[src/dcu_pkg.sv]
`timescale 1ns / 1ps
// dcu_pkg: shared constants, tables, types and state encodings of the divisor count unit
package dcu_pkg;

    // field widths
    localparam int VALUE_W = 20;
    localparam int COUNT_W = 8;

    // flag memory covers 0 .. VALUE_LIMIT-1
    localparam int VALUE_LIMIT = 1048576;
    localparam int FLAG_AW = (VALUE_LIMIT > 2) ? $clog2(VALUE_LIMIT) : 1;
    localparam int FLAG_W = 2;
    localparam int FLAG_PRIME_BIT = 0;
    localparam int FLAG_SQUARE_BIT = 1;

    // compare width that holds both a value and the limit
    localparam int LIMIT_W = $clog2(VALUE_LIMIT + 1);
    localparam int CMP_W = (VALUE_W > LIMIT_W) ? VALUE_W : LIMIT_W;
    localparam logic [CMP_W-1:0] LIMIT_CMP = CMP_W'(VALUE_LIMIT);

    // sieve square and stride index width
    localparam int SQ_W = FLAG_AW + 2;

    // smallest i with i*i*i >= VALUE_LIMIT
    function automatic int cube_bound();
        int i;
        i = 1;
        while (i * i * i < VALUE_LIMIT)
            i++;
        return i;
    endfunction

    // smallest i with i*i >= VALUE_LIMIT
    function automatic int root_bound();
        int i;
        i = 1;
        while (i * i < VALUE_LIMIT)
            i++;
        return i;
    endfunction

    localparam int CUBE_BOUND = cube_bound();
    localparam int ROOT_BOUND = root_bound();
    localparam int ROOT_W = $clog2(ROOT_BOUND + 1);
    localparam int PW = (CUBE_BOUND > 2) ? $clog2(CUBE_BOUND) : 1;

    // number of primes below the cube bound
    function automatic int count_small_primes();
        int n;
        logic composite [CUBE_BOUND];
        n = 0;
        for (int i = 0; i < CUBE_BOUND; i++)
            composite[i] = 1'b0;
        for (int i = 2; i < CUBE_BOUND; i++) begin
            if (!composite[i]) begin
                n++;
                for (int j = i * i; j < CUBE_BOUND; j += i)
                    composite[j] = 1'b1;
            end
        end
        return n;
    endfunction

    localparam int SMALL_PRIME_COUNT = count_small_primes();
    localparam int SP_TAB = (SMALL_PRIME_COUNT > 0) ? SMALL_PRIME_COUNT : 1;
    localparam int SP_AW = (SP_TAB > 1) ? $clog2(SP_TAB) : 1;
    localparam int SP_IW = $clog2(SP_TAB + 1);

    // exponent counter and divider step counter
    localparam int E_W = $clog2(VALUE_W + 1);
    localparam int DIV_CW = $clog2(VALUE_W);

    typedef logic [PW-1:0] prime_table_t [SP_TAB];
    typedef logic [CMP_W-1:0] cube_table_t [SP_TAB];

    function automatic prime_table_t build_primes();
        prime_table_t t;
        int n;
        logic composite [CUBE_BOUND];
        n = 0;
        for (int k = 0; k < SP_TAB; k++)
            t[k] = '0;
        for (int i = 0; i < CUBE_BOUND; i++)
            composite[i] = 1'b0;
        for (int i = 2; i < CUBE_BOUND; i++) begin
            if (!composite[i]) begin
                t[n] = PW'(i);
                n++;
                for (int j = i * i; j < CUBE_BOUND; j += i)
                    composite[j] = 1'b1;
            end
        end
        return t;
    endfunction

    localparam prime_table_t SMALL_PRIMES = build_primes();

    function automatic cube_table_t build_cubes();
        cube_table_t t;
        int p;
        for (int k = 0; k < SP_TAB; k++) begin
            p = int'(SMALL_PRIMES[k]);
            t[k] = CMP_W'(p * p * p);
        end
        return t;
    endfunction

    localparam cube_table_t SMALL_CUBES = build_cubes();

    // one port of the flag memory
    typedef struct packed {
        logic               wr_en;
        logic [FLAG_AW-1:0] wr_addr;
        logic [FLAG_W-1:0]  wr_data;
        logic               rd_en;
        logic [FLAG_AW-1:0] rd_addr;
    } ram_port_t;

    // trial division request and response
    typedef struct packed {
        logic               start;
        logic [VALUE_W-1:0] dividend;
        logic [PW-1:0]      divisor;
    } div_req_t;

    typedef struct packed {
        logic               done;
        logic [VALUE_W-1:0] quotient;
        logic               exact;
    } div_rsp_t;

    typedef enum logic [2:0] {
        S_FILL,
        S_READ,
        S_CHECK,
        S_CROSS,
        S_DONE
    } sieve_state_t;

    typedef enum logic [2:0] {
        C_IDLE,
        C_PRIME,
        C_DIV,
        C_LOOK,
        C_CLASS,
        C_FINISH
    } core_state_t;

endpackage

[src/dcu_value_if.sv]
`timescale 1ns / 1ps
// dcu_value_if: input channel carrying one value per beat
interface dcu_value_if;
    import dcu_pkg::*;

    logic               valid;
    logic               ready;
    logic [VALUE_W-1:0] value;

    modport source (output valid, output value, input ready);
    modport sink (input valid, input value, output ready);
endinterface

[src/dcu_count_if.sv]
`timescale 1ns / 1ps
// dcu_count_if: output channel carrying one divisor count per beat
interface dcu_count_if;
    import dcu_pkg::*;

    logic               valid;
    logic               ready;
    logic [COUNT_W-1:0] divisor_count;

    modport source (output valid, output divisor_count, input ready);
    modport sink (input valid, input divisor_count, output ready);
endinterface

[src/dcu_core.sv]
`timescale 1ns / 1ps
// dcu_core: per-value sequencer, small prime trial division and final flag lookup
module dcu_core (
    input  logic                       clk,
    input  logic                       rst_n,
    dcu_value_if.sink                  operand,
    dcu_count_if.source                result,
    input  logic                       sieve_done,
    input  logic [dcu_pkg::FLAG_W-1:0] flag_data,
    output dcu_pkg::ram_port_t         flag_port,
    output dcu_pkg::div_req_t          div_req,
    input  dcu_pkg::div_rsp_t          div_rsp
);
    import dcu_pkg::*;

    localparam int MUL_W = COUNT_W + E_W;
    localparam int FIN_W = COUNT_W + 3;
    localparam logic [COUNT_W-1:0] COUNT_MAX = {COUNT_W{1'b1}};

    core_state_t        state_reg, state_next;
    logic [VALUE_W-1:0] rem_reg, rem_next;
    logic [COUNT_W-1:0] count_reg, count_next;
    logic [SP_IW-1:0]   k_reg, k_next;
    logic [E_W-1:0]     e_reg, e_next;
    logic               res_valid_reg, res_valid_next;
    logic [COUNT_W-1:0] res_count_reg, res_count_next;

    logic               in_ready;
    logic               accept;
    logic               trivial;
    logic [PW-1:0]      p_cur;
    logic [CMP_W-1:0]   cube_cur;
    logic               primes_over;
    logic               out_free;
    logic [MUL_W-1:0]   mul_prod;
    logic [COUNT_W-1:0] mul_sat;
    logic [2:0]         factor;
    logic [FIN_W-1:0]   fin_prod;
    logic [COUNT_W-1:0] fin_sat;

    assign in_ready = (state_reg == C_IDLE) && sieve_done;
    assign operand.ready = in_ready;
    assign accept = operand.valid && in_ready;

    // zero and out-of-range values count as zero without any search
    assign trivial = (operand.value == '0) || (CMP_W'(operand.value) >= LIMIT_CMP);

    assign p_cur = SMALL_PRIMES[k_reg[SP_AW-1:0]];
    assign cube_cur = SMALL_CUBES[k_reg[SP_AW-1:0]];
    assign primes_over = (k_reg == SP_IW'(SMALL_PRIME_COUNT)) || (cube_cur > CMP_W'(rem_reg));

    assign out_free = !res_valid_reg || result.ready;

    // count times (exponent + 1), saturated
    assign mul_prod = MUL_W'(count_reg) * MUL_W'(E_W'(e_reg + E_W'(1)));
    assign mul_sat = (mul_prod > MUL_W'(COUNT_MAX)) ? COUNT_MAX : mul_prod[COUNT_W-1:0];

    // leftover class: prime, prime square, two distinct primes or one
    always_comb
    begin
        if (flag_data[FLAG_PRIME_BIT])
        begin
            factor = 3'd2;
        end
        else if (flag_data[FLAG_SQUARE_BIT])
        begin
            factor = 3'd3;
        end
        else if (rem_reg != VALUE_W'(1))
        begin
            factor = 3'd4;
        end
        else
        begin
            factor = 3'd1;
        end
    end

    assign fin_prod = FIN_W'(count_reg) * FIN_W'(factor);
    assign fin_sat = (fin_prod > FIN_W'(COUNT_MAX)) ? COUNT_MAX : fin_prod[COUNT_W-1:0];

    // next state
    always_comb
    begin
        state_next = state_reg;
        case (state_reg)
            C_IDLE:
            begin
                if (accept)
                begin
                    state_next = trivial ? C_FINISH : C_PRIME;
                end
            end
            C_PRIME:
            begin
                state_next = primes_over ? C_LOOK : C_DIV;
            end
            C_DIV:
            begin
                if (div_rsp.done && !div_rsp.exact)
                begin
                    state_next = C_PRIME;
                end
            end
            C_LOOK:
            begin
                state_next = C_CLASS;
            end
            C_CLASS:
            begin
                state_next = C_FINISH;
            end
            C_FINISH:
            begin
                if (out_free)
                begin
                    state_next = C_IDLE;
                end
            end
            default:
            begin
                state_next = C_IDLE;
            end
        endcase
    end

    // datapath and outputs
    always_comb
    begin
        rem_next = rem_reg;
        count_next = count_reg;
        k_next = k_reg;
        e_next = e_reg;
        res_count_next = res_count_reg;
        res_valid_next = res_valid_reg && !result.ready;
        div_req = '0;
        div_req.divisor = p_cur;
        flag_port = '0;
        case (state_reg)
            C_IDLE:
            begin
                if (accept)
                begin
                    rem_next = operand.value;
                    count_next = trivial ? COUNT_W'(0) : COUNT_W'(1);
                    k_next = '0;
                    e_next = '0;
                end
            end
            C_PRIME:
            begin
                if (!primes_over)
                begin
                    div_req.start = 1'b1;
                    div_req.dividend = rem_reg;
                end
            end
            C_DIV:
            begin
                if (div_rsp.done)
                begin
                    if (div_rsp.exact)
                    begin
                        // divisible again: keep dividing by the same prime
                        rem_next = div_rsp.quotient;
                        e_next = e_reg + E_W'(1);
                        div_req.start = 1'b1;
                        div_req.dividend = div_rsp.quotient;
                    end
                    else
                    begin
                        count_next = mul_sat;
                        e_next = '0;
                        k_next = k_reg + SP_IW'(1);
                    end
                end
            end
            C_LOOK:
            begin
                flag_port.rd_en = 1'b1;
                flag_port.rd_addr = FLAG_AW'(rem_reg);
            end
            C_CLASS:
            begin
                count_next = fin_sat;
            end
            C_FINISH:
            begin
                if (out_free)
                begin
                    res_valid_next = 1'b1;
                    res_count_next = count_reg;
                end
            end
            default:
            begin
                count_next = count_reg;
            end
        endcase
    end

    always_ff @(posedge clk or negedge rst_n)
    begin
        if (!rst_n)
        begin
            state_reg <= C_IDLE;
            k_reg <= '0;
            e_reg <= '0;
            res_valid_reg <= 1'b0;
        end
        else
        begin
            state_reg <= state_next;
            k_reg <= k_next;
            e_reg <= e_next;
            res_valid_reg <= res_valid_next;
        end
    end

    always_ff @(posedge clk)
    begin
        rem_reg <= rem_next;
        count_reg <= count_next;
        res_count_reg <= res_count_next;
    end

    assign result.valid = res_valid_reg;
    assign result.divisor_count = res_count_reg;

endmodule

[src/flat_wrapper.sv]
// flat-port wrapper written by rule: the top's interface ports become plain ports
module dcu_core_flat import dcu_pkg::*;
  (clk, rst_n, sieve_done, flag_data, flag_port, div_req, div_rsp, operand_valid, operand_value, operand_ready, result_valid, result_divisor_count, result_ready);
  dcu_value_if operand_i ();
  dcu_count_if result_i ();
  input  logic clk;
  input  logic rst_n;
  input  logic sieve_done;
  input  logic [dcu_pkg::FLAG_W-1:0] flag_data;
  output dcu_pkg::ram_port_t flag_port;
  output dcu_pkg::div_req_t div_req;
  input  dcu_pkg::div_rsp_t div_rsp;
  input wire logic [$bits(operand_i.valid)-1:0] operand_valid;
  input wire logic [$bits(operand_i.value)-1:0] operand_value;
  output wire logic [$bits(operand_i.ready)-1:0] operand_ready;
  output wire logic [$bits(result_i.valid)-1:0] result_valid;
  output wire logic [$bits(result_i.divisor_count)-1:0] result_divisor_count;
  input wire logic [$bits(result_i.ready)-1:0] result_ready;
  assign operand_i.valid = operand_valid;
  assign operand_i.value = operand_value;
  assign operand_ready = operand_i.ready;
  assign result_valid = result_i.valid;
  assign result_divisor_count = result_i.divisor_count;
  assign result_i.ready = result_ready;
  dcu_core u_core (.clk(clk), .rst_n(rst_n), .operand(operand_i), .result(result_i), .sieve_done(sieve_done), .flag_data(flag_data), .flag_port(flag_port), .div_req(div_req), .div_rsp(div_rsp));
endmodule
[config.mk]
export PLATFORM = sky130hd
export DESIGN_NAME = dcu_core_flat
export DESIGN_NICKNAME = d
export VERILOG_FILES = /design/src/dcu_pkg.sv /design/src/dcu_value_if.sv /design/src/dcu_count_if.sv /design/src/dcu_core.sv /design/src/flat_wrapper.sv
export SDC_FILE = /design/constraint.sdc
export NUM_CORES = 1
export LEC_CHECK = 0
export ABC_CLOCK_PERIOD_IN_PS = 6200
export BUFFER_PORTS_ARGS = -buffer_cell sky130_fd_sc_hd__buf_2
export CAP_MARGIN = 10
export CORE_ASPECT_RATIO = 1.75
export CORE_MARGIN = 2
export CORE_UTILIZATION = 35
export CTS_BUF_LIST = sky130_fd_sc_hd__clkbuf_8
export DETAILED_ROUTE_END_ITERATION = 8
export PLACE_DENSITY = 0.55
export SLEW_MARGIN = 30
export SYNTH_ARGS = -nofsm -noshare
export SYNTH_HDL_FRONTEND = slang
export SYNTH_SLANG_ARGS = --single-unit
[constraint.sdc]
create_clock -name clk -period 6.2 [get_ports clk]
set_input_delay 0.31 -clock clk [delete_from_list [all_inputs] [get_ports clk]]
set_output_delay 0.31 -clock clk [all_outputs]
set_load 0.02 [all_outputs]
# Word-level counts from Yosys, hierarchy flattened
# Memories as Yosys holds them, arrays and structs flattened.
# Cells that the tools add are included.
# W data, S select, Z words.
[word_totals] rom_bits=896 in_bits=49 wordCells=88 out_inout_bits=82 mem_count=2 regBits=50
[op_classes] order_cmp=4 n_reduce_logical=19 addsub=2 n_bitwise=1 eq_ne=13 n_mux=38 multipliers=2
[mem_list] memory="(name not given)" depth=32 width=21 rd=1 rd_clocked_by_memory_dff=0 write_ports=0 line="dcu_core.sv:49" text="assign cube_cur = SMALL_CUBES[k_reg[SP_AW-1:0]];"
[mem_list] memory="(name not given)" depth=32 width=7 rd=1 rd_clocked_by_memory_dff=0 write_ports=0 line="dcu_core.sv:48" text="assign p_cur = SMALL_PRIMES[k_reg[SP_AW-1:0]];"
[op_table] operator="$mux W21" count=6
[op_table] operator="$mux W20" count=3
[op_table] operator="$pmux W21 S2" count=1
[op_table] operator="$mux W8" count=5
[op_table] operator="$pmux W20 S2" count=1
[op_table] operator="$mux W5" count=5
[op_table] operator="$pmux W8 S3" count=1
[op_table] operator="$gt A21 B20 Y1" count=1
[op_table] operator="$mux W3" count=7
[op_table] operator="$logic_not A20 Y1" count=1
[op_table] operator="$ne A20 B1 Y1 const B" count=1
[op_table] operator="$pmux W5 S2" count=2
[op_table] operator="$pmux W3 S6" count=1
[op_table] operator="$mux W7" count=2
[op_table] operator="$gt A13 B8 Y1 const B" count=1
[op_table] operator="$mul A8 B5 Y13" count=1
[op_table] operator="$reduce_and A4 Y1" count=3
[op_table] operator="$gt A11 B8 Y1 const B" count=1
[op_table] operator="$mul A8 B3 Y11" count=1
[op_table] operator="$add A5 B1 Y5 const B" count=2
[op_table] operator="$eq A3 B2 Y1 const B" count=2
[op_table] operator="$eq A3 B3 Y1 const B" count=2
[op_table] operator="$ge A6 B6 Y1 const B" count=1
[op_table] operator="$ne A2 B1 Y1 const B" count=3
[op_table] operator="13 further kinds" count=25

# Longest topological paths before layout
[logic_depth] word_depth=8 depth_mapped=18

# Worst setup path after synthesis
# Ideal clock, no wire load.
[synth_path] path_type="flip-flop to flip-flop" start="register u_core.e_reg[0]" end="register u_core.count_reg[3], data pin" n_path_buf=0 arrival_ns=4.759 slack_ns=1.167 required_time_ns=5.926 stages_incl_launch_ff=17 path_cell_list="dfrtp_1 > ha_1 > nand3_1 > xor2_1 > nor2b_1 > fa_1 > fa_1 > inv_1 > fa_1 > inv_1 > ha_1 > a21oi_1 > and2b_1 > a311o_1 > o311a_1 > nor4_4 > a31oi_1"
[synth_between] elab_chain_len=7
[synth_lines] item="start, declared" line="dcu_core.sv:24" text="logic [E_W-1:0] e_reg, e_next;"
[synth_lines] item="start signal, assigned" line="dcu_core.sv:215" text="e_reg <= e_next;"
[synth_lines] item="$add A5 B1 Y5 *" line="dcu_core.sv:55" text="assign mul_prod = MUL_W'(count_reg) * MUL_W'(E_W'(e_reg + E_W'(1)));"
[synth_lines] item="$mul A8 B5 Y13 *" line="dcu_core.sv:55"
[synth_lines] item="$gt A13 B8 Y1" line="dcu_core.sv:56" text="assign mul_sat = (mul_prod > MUL_W'(COUNT_MAX)) ? COUNT_MAX : mul_prod[COUNT_W-1:0];"
[synth_lines] item="$mux W8 *" line="dcu_core.sv:56"
[synth_lines] item="$mux W8 *" line="dcu_core.sv:162" text="if (div_rsp.exact)"
[synth_lines] item="$mux W8 *" line="dcu_core.sv:160" text="if (div_rsp.done)"
[synth_lines] item="$pmux W8 S3 *" line="dcu_core.sv:139" text="case (state_reg)"
[synth_lines] item="named net u_core.count_next[3]" line="dcu_core.sv:22" text="logic [COUNT_W-1:0] count_reg, count_next;"
[synth_lines] item="end signal, assigned" line="dcu_core.sv:223" text="count_reg <= count_next;"
[synth_lines] item="end, declared" line="dcu_core.sv:22"
# The timed path passes the listed nets; every way through them passes the cells marked *. The select of a mux whose other input is x is not followed.
# A chain may end at the register's enable or synchronous reset.

# Worst setup path after layout
[layout_path] start="register u_core.e_reg[0]" end="register u_core.count_reg[1], data pin"
# The elaborated chain is that of the path after synthesis.

==> reports/summary.md <==
The total number of nets in the final design was 973; the number of antenna violations at the first check in global routing was 0. During I/O placement, the number of pins put on the boundary was 131. The post-DP HPWL was 15.5 mm. The number of different library cells used by synthesis comes to 59. Final RePlAce weighted congestion: 0.962.

Static timing analysis puts the maximum clock frequency at 175 MHz. The type of element launching the critical path was a flip-flop. Post-CTS timing repair inserted 0 buffers for setup. The core region is 16900 um^2. The placed instances occupy a cell area of 6670 um^2.

VDD sags by at most 0.000155 V. Hold timing on the final database bottoms out at a slack of 0.259 ns. The min-delay analysis places its worst path in the category primary input to flip-flop. The tree is rooted in a sky130_fd_sc_hd__clkbuf_8. The first-pass GRT wire length came out at 29.4 mm. Measured along the y axis, the die boundary spans 178 um.

The nature of the critical path endpoint was a flip-flop. Counting flops with a built-in enable in the synthesized netlist gives 36. In this run, placement finished with an instance count of 1055. The flip-flop count of the largest register after layout works out to 20. For this run, global-route usage on met2 was measured as 41.8%. Post-CTS repair changed the size of 0 cells. The run gives 2 as the maximum number of buffers from clock root to sink. The detailed router placed 5661 vias in this run. The number of cells traversed by the worst register-to-register path came out at 16.

The tools report the count of clock tree sinks as 50. For this block, the routed nets add up to 19.2 mm of wire. Count of antenna diodes in the layout: 0. The logs give 5544 for the via count of the first global-routing pass and 6030 um^2 for the area of the mapped netlist. In this run the power density over the cells is 373 nW/um^2. The synthesized design contains 50 register bits. The count of buffers inserted at the top-level ports works out to 107. The worst hold path passes through 3 cells. Measured along the x axis, the die boundary spans 103 um. At the placement stage, the worst setup path has a slack of 0.479 ns.

Dividing the detail-routed wire length by the instance count gives 18.0 um. At the pin with the least slew margin, the transition time is 0.861 ns. The run gives 0 as the number of slew-limit violations in the final report. Setup slack on the worst reg-to-reg path comes out at 0.47 ns. The setup TNS was 0 ns. Count of mapped cells out of synthesis: 757. Along the worst path, the maximum fanout reaches 12. Worst-case clock skew: 0.00833 ns.

The share of the core filled with cells in the final layout was 39.9%; the share of the synthesized area in the top cell type was 17.9%. Before antenna repair, the detailed router went through 4 iterations. The run finished with clean final reports. The via count normalized by instance count is 5.32. In this run the number of H-tree levels came out at 2. Beginning of the worst hold path: div_rsp[6].

A synthesized cell averages 7.97 um^2. After layout, the design draws a total of 2.53 mW. Once layout is complete, the cells apart from fillers number 1064. The run gives 1.42% as the fraction of met3 tracks used by global routing. Data on the critical path is required at its endpoint by 6.24 ns. The portion of the clock cycle consumed by the worst path in the final layout came out at 92.4%. The tool flagged a number of max-cap violations equal to 0. Share of cells above drive strength 1: 15.9%. Summing all non-filler instances in the final layout gives an area of 6770 um^2. Counting I/O delays and the setup requirement, the final critical path takes 5.73 ns. The logs give 0.473 ns for the post-layout worst setup margin and 63 for the standard-cell row count.

The worst pin sits at a relative slew slack of 42.0%. After detailed routing, the number of remaining DRC violations is 0. The most critical setup path has its startpoint at u_core.e_reg[0]. The number of DRC violations after detailed-routing iteration 0 came out at 208.

TritonCTS built the clock tree. The die covers 18300 um^2. The critical path data arrival time was 5.76 ns. In the post-synthesis netlist, the biggest area contributors are sky130_fd_sc_hd__edfxtp_1, sky130_fd_sc_hd__ha_1, sky130_fd_sc_hd__fa_1. Setup violations remaining at the end of the flow were counted as 0. The run gives 3.29 nW as the static power due to leakage. The end point of the worst hold path is u_core.rem_reg[5].

The layer with the highest usage is met2. After clock tree synthesis, the clock-pin slew on the worst setup and hold paths is 0.10 ns. The critical path is of the flip-flop to flip-flop type.

The total overflow left after global routing is 0. Setup repair after global routing left no endpoint under its margin. The synthesized design spends more area on one cell type than any other, namely sky130_fd_sc_hd__edfxtp_1. Global routing used 21.2% of the available tracks. The run gives 22.6% as the met1 track demand over resource in global routing. The share of synthesized flip-flops with an asynchronous set or reset was 28.0%. The startpoint identified for the worst register-to-register timing path is u_core.e_reg[0]. Counting the buffers created by CTS gives 5. The later pin in the worst-skew pair is clocked with a latency of 0.32 ns. The area growth from synthesis to layout is 12.1%.

The detail route stage leaves a number of antenna-violating nets equal to 0. Sequential cells were found to cover 23.7% of the synthesized design area. The largest net degree at the start of global routing came out at 36.

For this configuration, the core starts out at a cell density of 35.6%. The run gives 0 as the count of final hold-check violations. The terminus of the critical flop-to-flop path was u_core.count_reg[1]. For this run, the number of Yosys warnings is 0.

For this run, the leading register cell type out of synthesis is sky130_fd_sc_hd__edfxtp_1.
## kinds of logic after synthesis
| group | after synthesis | synth area share (%) |
|---|---|---|
| adder cells (fa/ha/maj) | 88 | 21.4 |
| multiplexers | 1 | 0.166 |
| buffers and inverters | 127 | 9.39 |
| AO/OA/AOI/OAI | 176 | 19.1 |
| AND/OR/NAND/NOR | 301 | 24.3 |
| flip-flops | 50 | 23.7 |
| XOR/XNOR | 13 | 1.89 |
| other | 1 | 0.0622 |
## per-layer routing
layer	routed length [um]	vias to the layer above
li1	-	2737
met4	589	0
met5	0	-
met3	470	31
met1	7210	2764
met2	10900	129
## how the worst max path moves through the flow
stage          depth (start not counted)                   to  slack, ns
3_3_place_gp                          16  u_core.count_reg[2]       0.60
4_1_cts                               16  u_core.count_reg[1]       0.46
5_1_grt                               16  u_core.count_reg[0]       0.01
3_5_place_dp                          16  u_core.count_reg[1]       0.48
6_report                              16  u_core.count_reg[1]       0.47
2_1_floorplan                         16  u_core.count_reg[3]       1.17
## cells in the mapped netlist (2+ instances only)
cell	number
sky130_fd_sc_hd__nand3_1	12
sky130_fd_sc_hd__buf_4	23
sky130_fd_sc_hd__nand4_1	5
sky130_fd_sc_hd__edfxtp_1	36
sky130_fd_sc_hd__a21o_1	7
sky130_fd_sc_hd__buf_1	2
sky130_fd_sc_hd__a211oi_1	7
sky130_fd_sc_hd__o31a_1	2
sky130_fd_sc_hd__or3_1	3
sky130_fd_sc_hd__nor2_1	46
sky130_fd_sc_hd__clkbuf_1	36
sky130_fd_sc_hd__nand3b_1	4
sky130_fd_sc_hd__a31oi_1	6
sky130_fd_sc_hd__fa_1	25
sky130_fd_sc_hd__inv_1	63
sky130_fd_sc_hd__nand2_1	114
sky130_fd_sc_hd__a221oi_1	2
sky130_fd_sc_hd__ha_1	63
sky130_fd_sc_hd__nor3b_1	3
sky130_fd_sc_hd__nand2b_1	14
sky130_fd_sc_hd__xnor2_1	9
sky130_fd_sc_hd__buf_2	3
sky130_fd_sc_hd__nor2b_1	24
sky130_fd_sc_hd__nor4_1	12
sky130_fd_sc_hd__and2_1	26
sky130_fd_sc_hd__a21boi_0	2
sky130_fd_sc_hd__o21ai_0	46
sky130_fd_sc_hd__or2_2	3
sky130_fd_sc_hd__a21oi_1	42
sky130_fd_sc_hd__o211ai_1	3
sky130_fd_sc_hd__o31ai_1	4
sky130_fd_sc_hd__xor2_1	4
sky130_fd_sc_hd__a22oi_1	5
sky130_fd_sc_hd__a311o_1	3
sky130_fd_sc_hd__o22ai_1	6
sky130_fd_sc_hd__and3_1	2
sky130_fd_sc_hd__o21a_1	6
sky130_fd_sc_hd__nor3_1	29
sky130_fd_sc_hd__dfrtp_1	14
sky130_fd_sc_hd__a22o_1	22
## cell type report
| cell class | count | area (um^2) |
|---|---|---|
| well taps | 227 | 284 |
| clock buffers | 5 | 68.8 |
| inverters | 63 | 236 |
| flip-flops and latches | 50 | 1430 |
| multi-input cells | 602 | 4140 |
| clock inverters | 3 | 12.5 |
| repair buffers | 114 | 591 |
| fillers | 1858 | 10200 |
## timing repair
| item | CTS | global route |
|---|---|---|
| endpoints found under the setup margin | 0 | 0 |
| hold buffers | 1 | 0 |
| endpoints found under the hold margin | 14 | 0 |
## power by group
group | internal (mW) | leakage (nW) | switching (mW) | total [mW]
registers | 0.504 | 0.522 | 0.164 | 0.668
clock network | 0.0765 | 0.0468 | 0.120 | 0.197
logic | 0.632 | 2.72 | 1.03 | 1.66
total | 1.21 | 3.29 | 1.31 | 2.53
## cell usage in the layout, fill, tap and decap left out, types with 9 or more instances in the layout
| cell type | synthesis | final |
|---|---|---|
| sky130_fd_sc_hd__edfxtp_1 | 36 | 36 |
| sky130_fd_sc_hd__and2_1 | 26 | 25 |
| sky130_fd_sc_hd__fa_1 | 25 | 25 |
| sky130_fd_sc_hd__nand2_1 | 114 | 113 |
| sky130_fd_sc_hd__inv_1 | 63 | 64 |
| sky130_fd_sc_hd__a21oi_1 | 42 | 42 |
| sky130_fd_sc_hd__ha_1 | 63 | 63 |
| sky130_fd_sc_hd__nor3_1 | 29 | 29 |
| sky130_fd_sc_hd__dfrtp_1 | 14 | 14 |
| sky130_fd_sc_hd__xnor2_1 | 9 | 9 |
| sky130_fd_sc_hd__buf_2 | 3 | 107 |
| sky130_fd_sc_hd__o21ai_0 | 46 | 46 |
| sky130_fd_sc_hd__a22o_1 | 22 | 22 |
| sky130_fd_sc_hd__nand2b_1 | 14 | 14 |
| sky130_fd_sc_hd__nor2b_1 | 24 | 24 |
| sky130_fd_sc_hd__nor4_1 | 12 | 11 |
| sky130_fd_sc_hd__nor2_1 | 46 | 45 |
| sky130_fd_sc_hd__conb_1 | 1 | 23 |
| sky130_fd_sc_hd__nand3_1 | 12 | 12 |
## worst max-delay path: stages (launching register included)
cell and delay [ns]:
sky130_fd_sc_hd__dfrtp_1 0.56, sky130_fd_sc_hd__ha_1 0.28, sky130_fd_sc_hd__nand3_1 0.11, sky130_fd_sc_hd__xor2_1 0.53
sky130_fd_sc_hd__nor2b_1 0.15, sky130_fd_sc_hd__fa_1 0.53, sky130_fd_sc_hd__fa_1 0.55, sky130_fd_sc_hd__inv_1 0.06
sky130_fd_sc_hd__fa_1 0.53, sky130_fd_sc_hd__inv_1 0.04, sky130_fd_sc_hd__ha_1 0.35, sky130_fd_sc_hd__a21oi_1 0.16
sky130_fd_sc_hd__and2b_1 0.18, sky130_fd_sc_hd__a311o_1 0.37, sky130_fd_sc_hd__o311a_1 0.38, sky130_fd_sc_hd__nor4_4 0.51
sky130_fd_sc_hd__a22oi_1 0.14
Power figures use the tool's default switching activity.
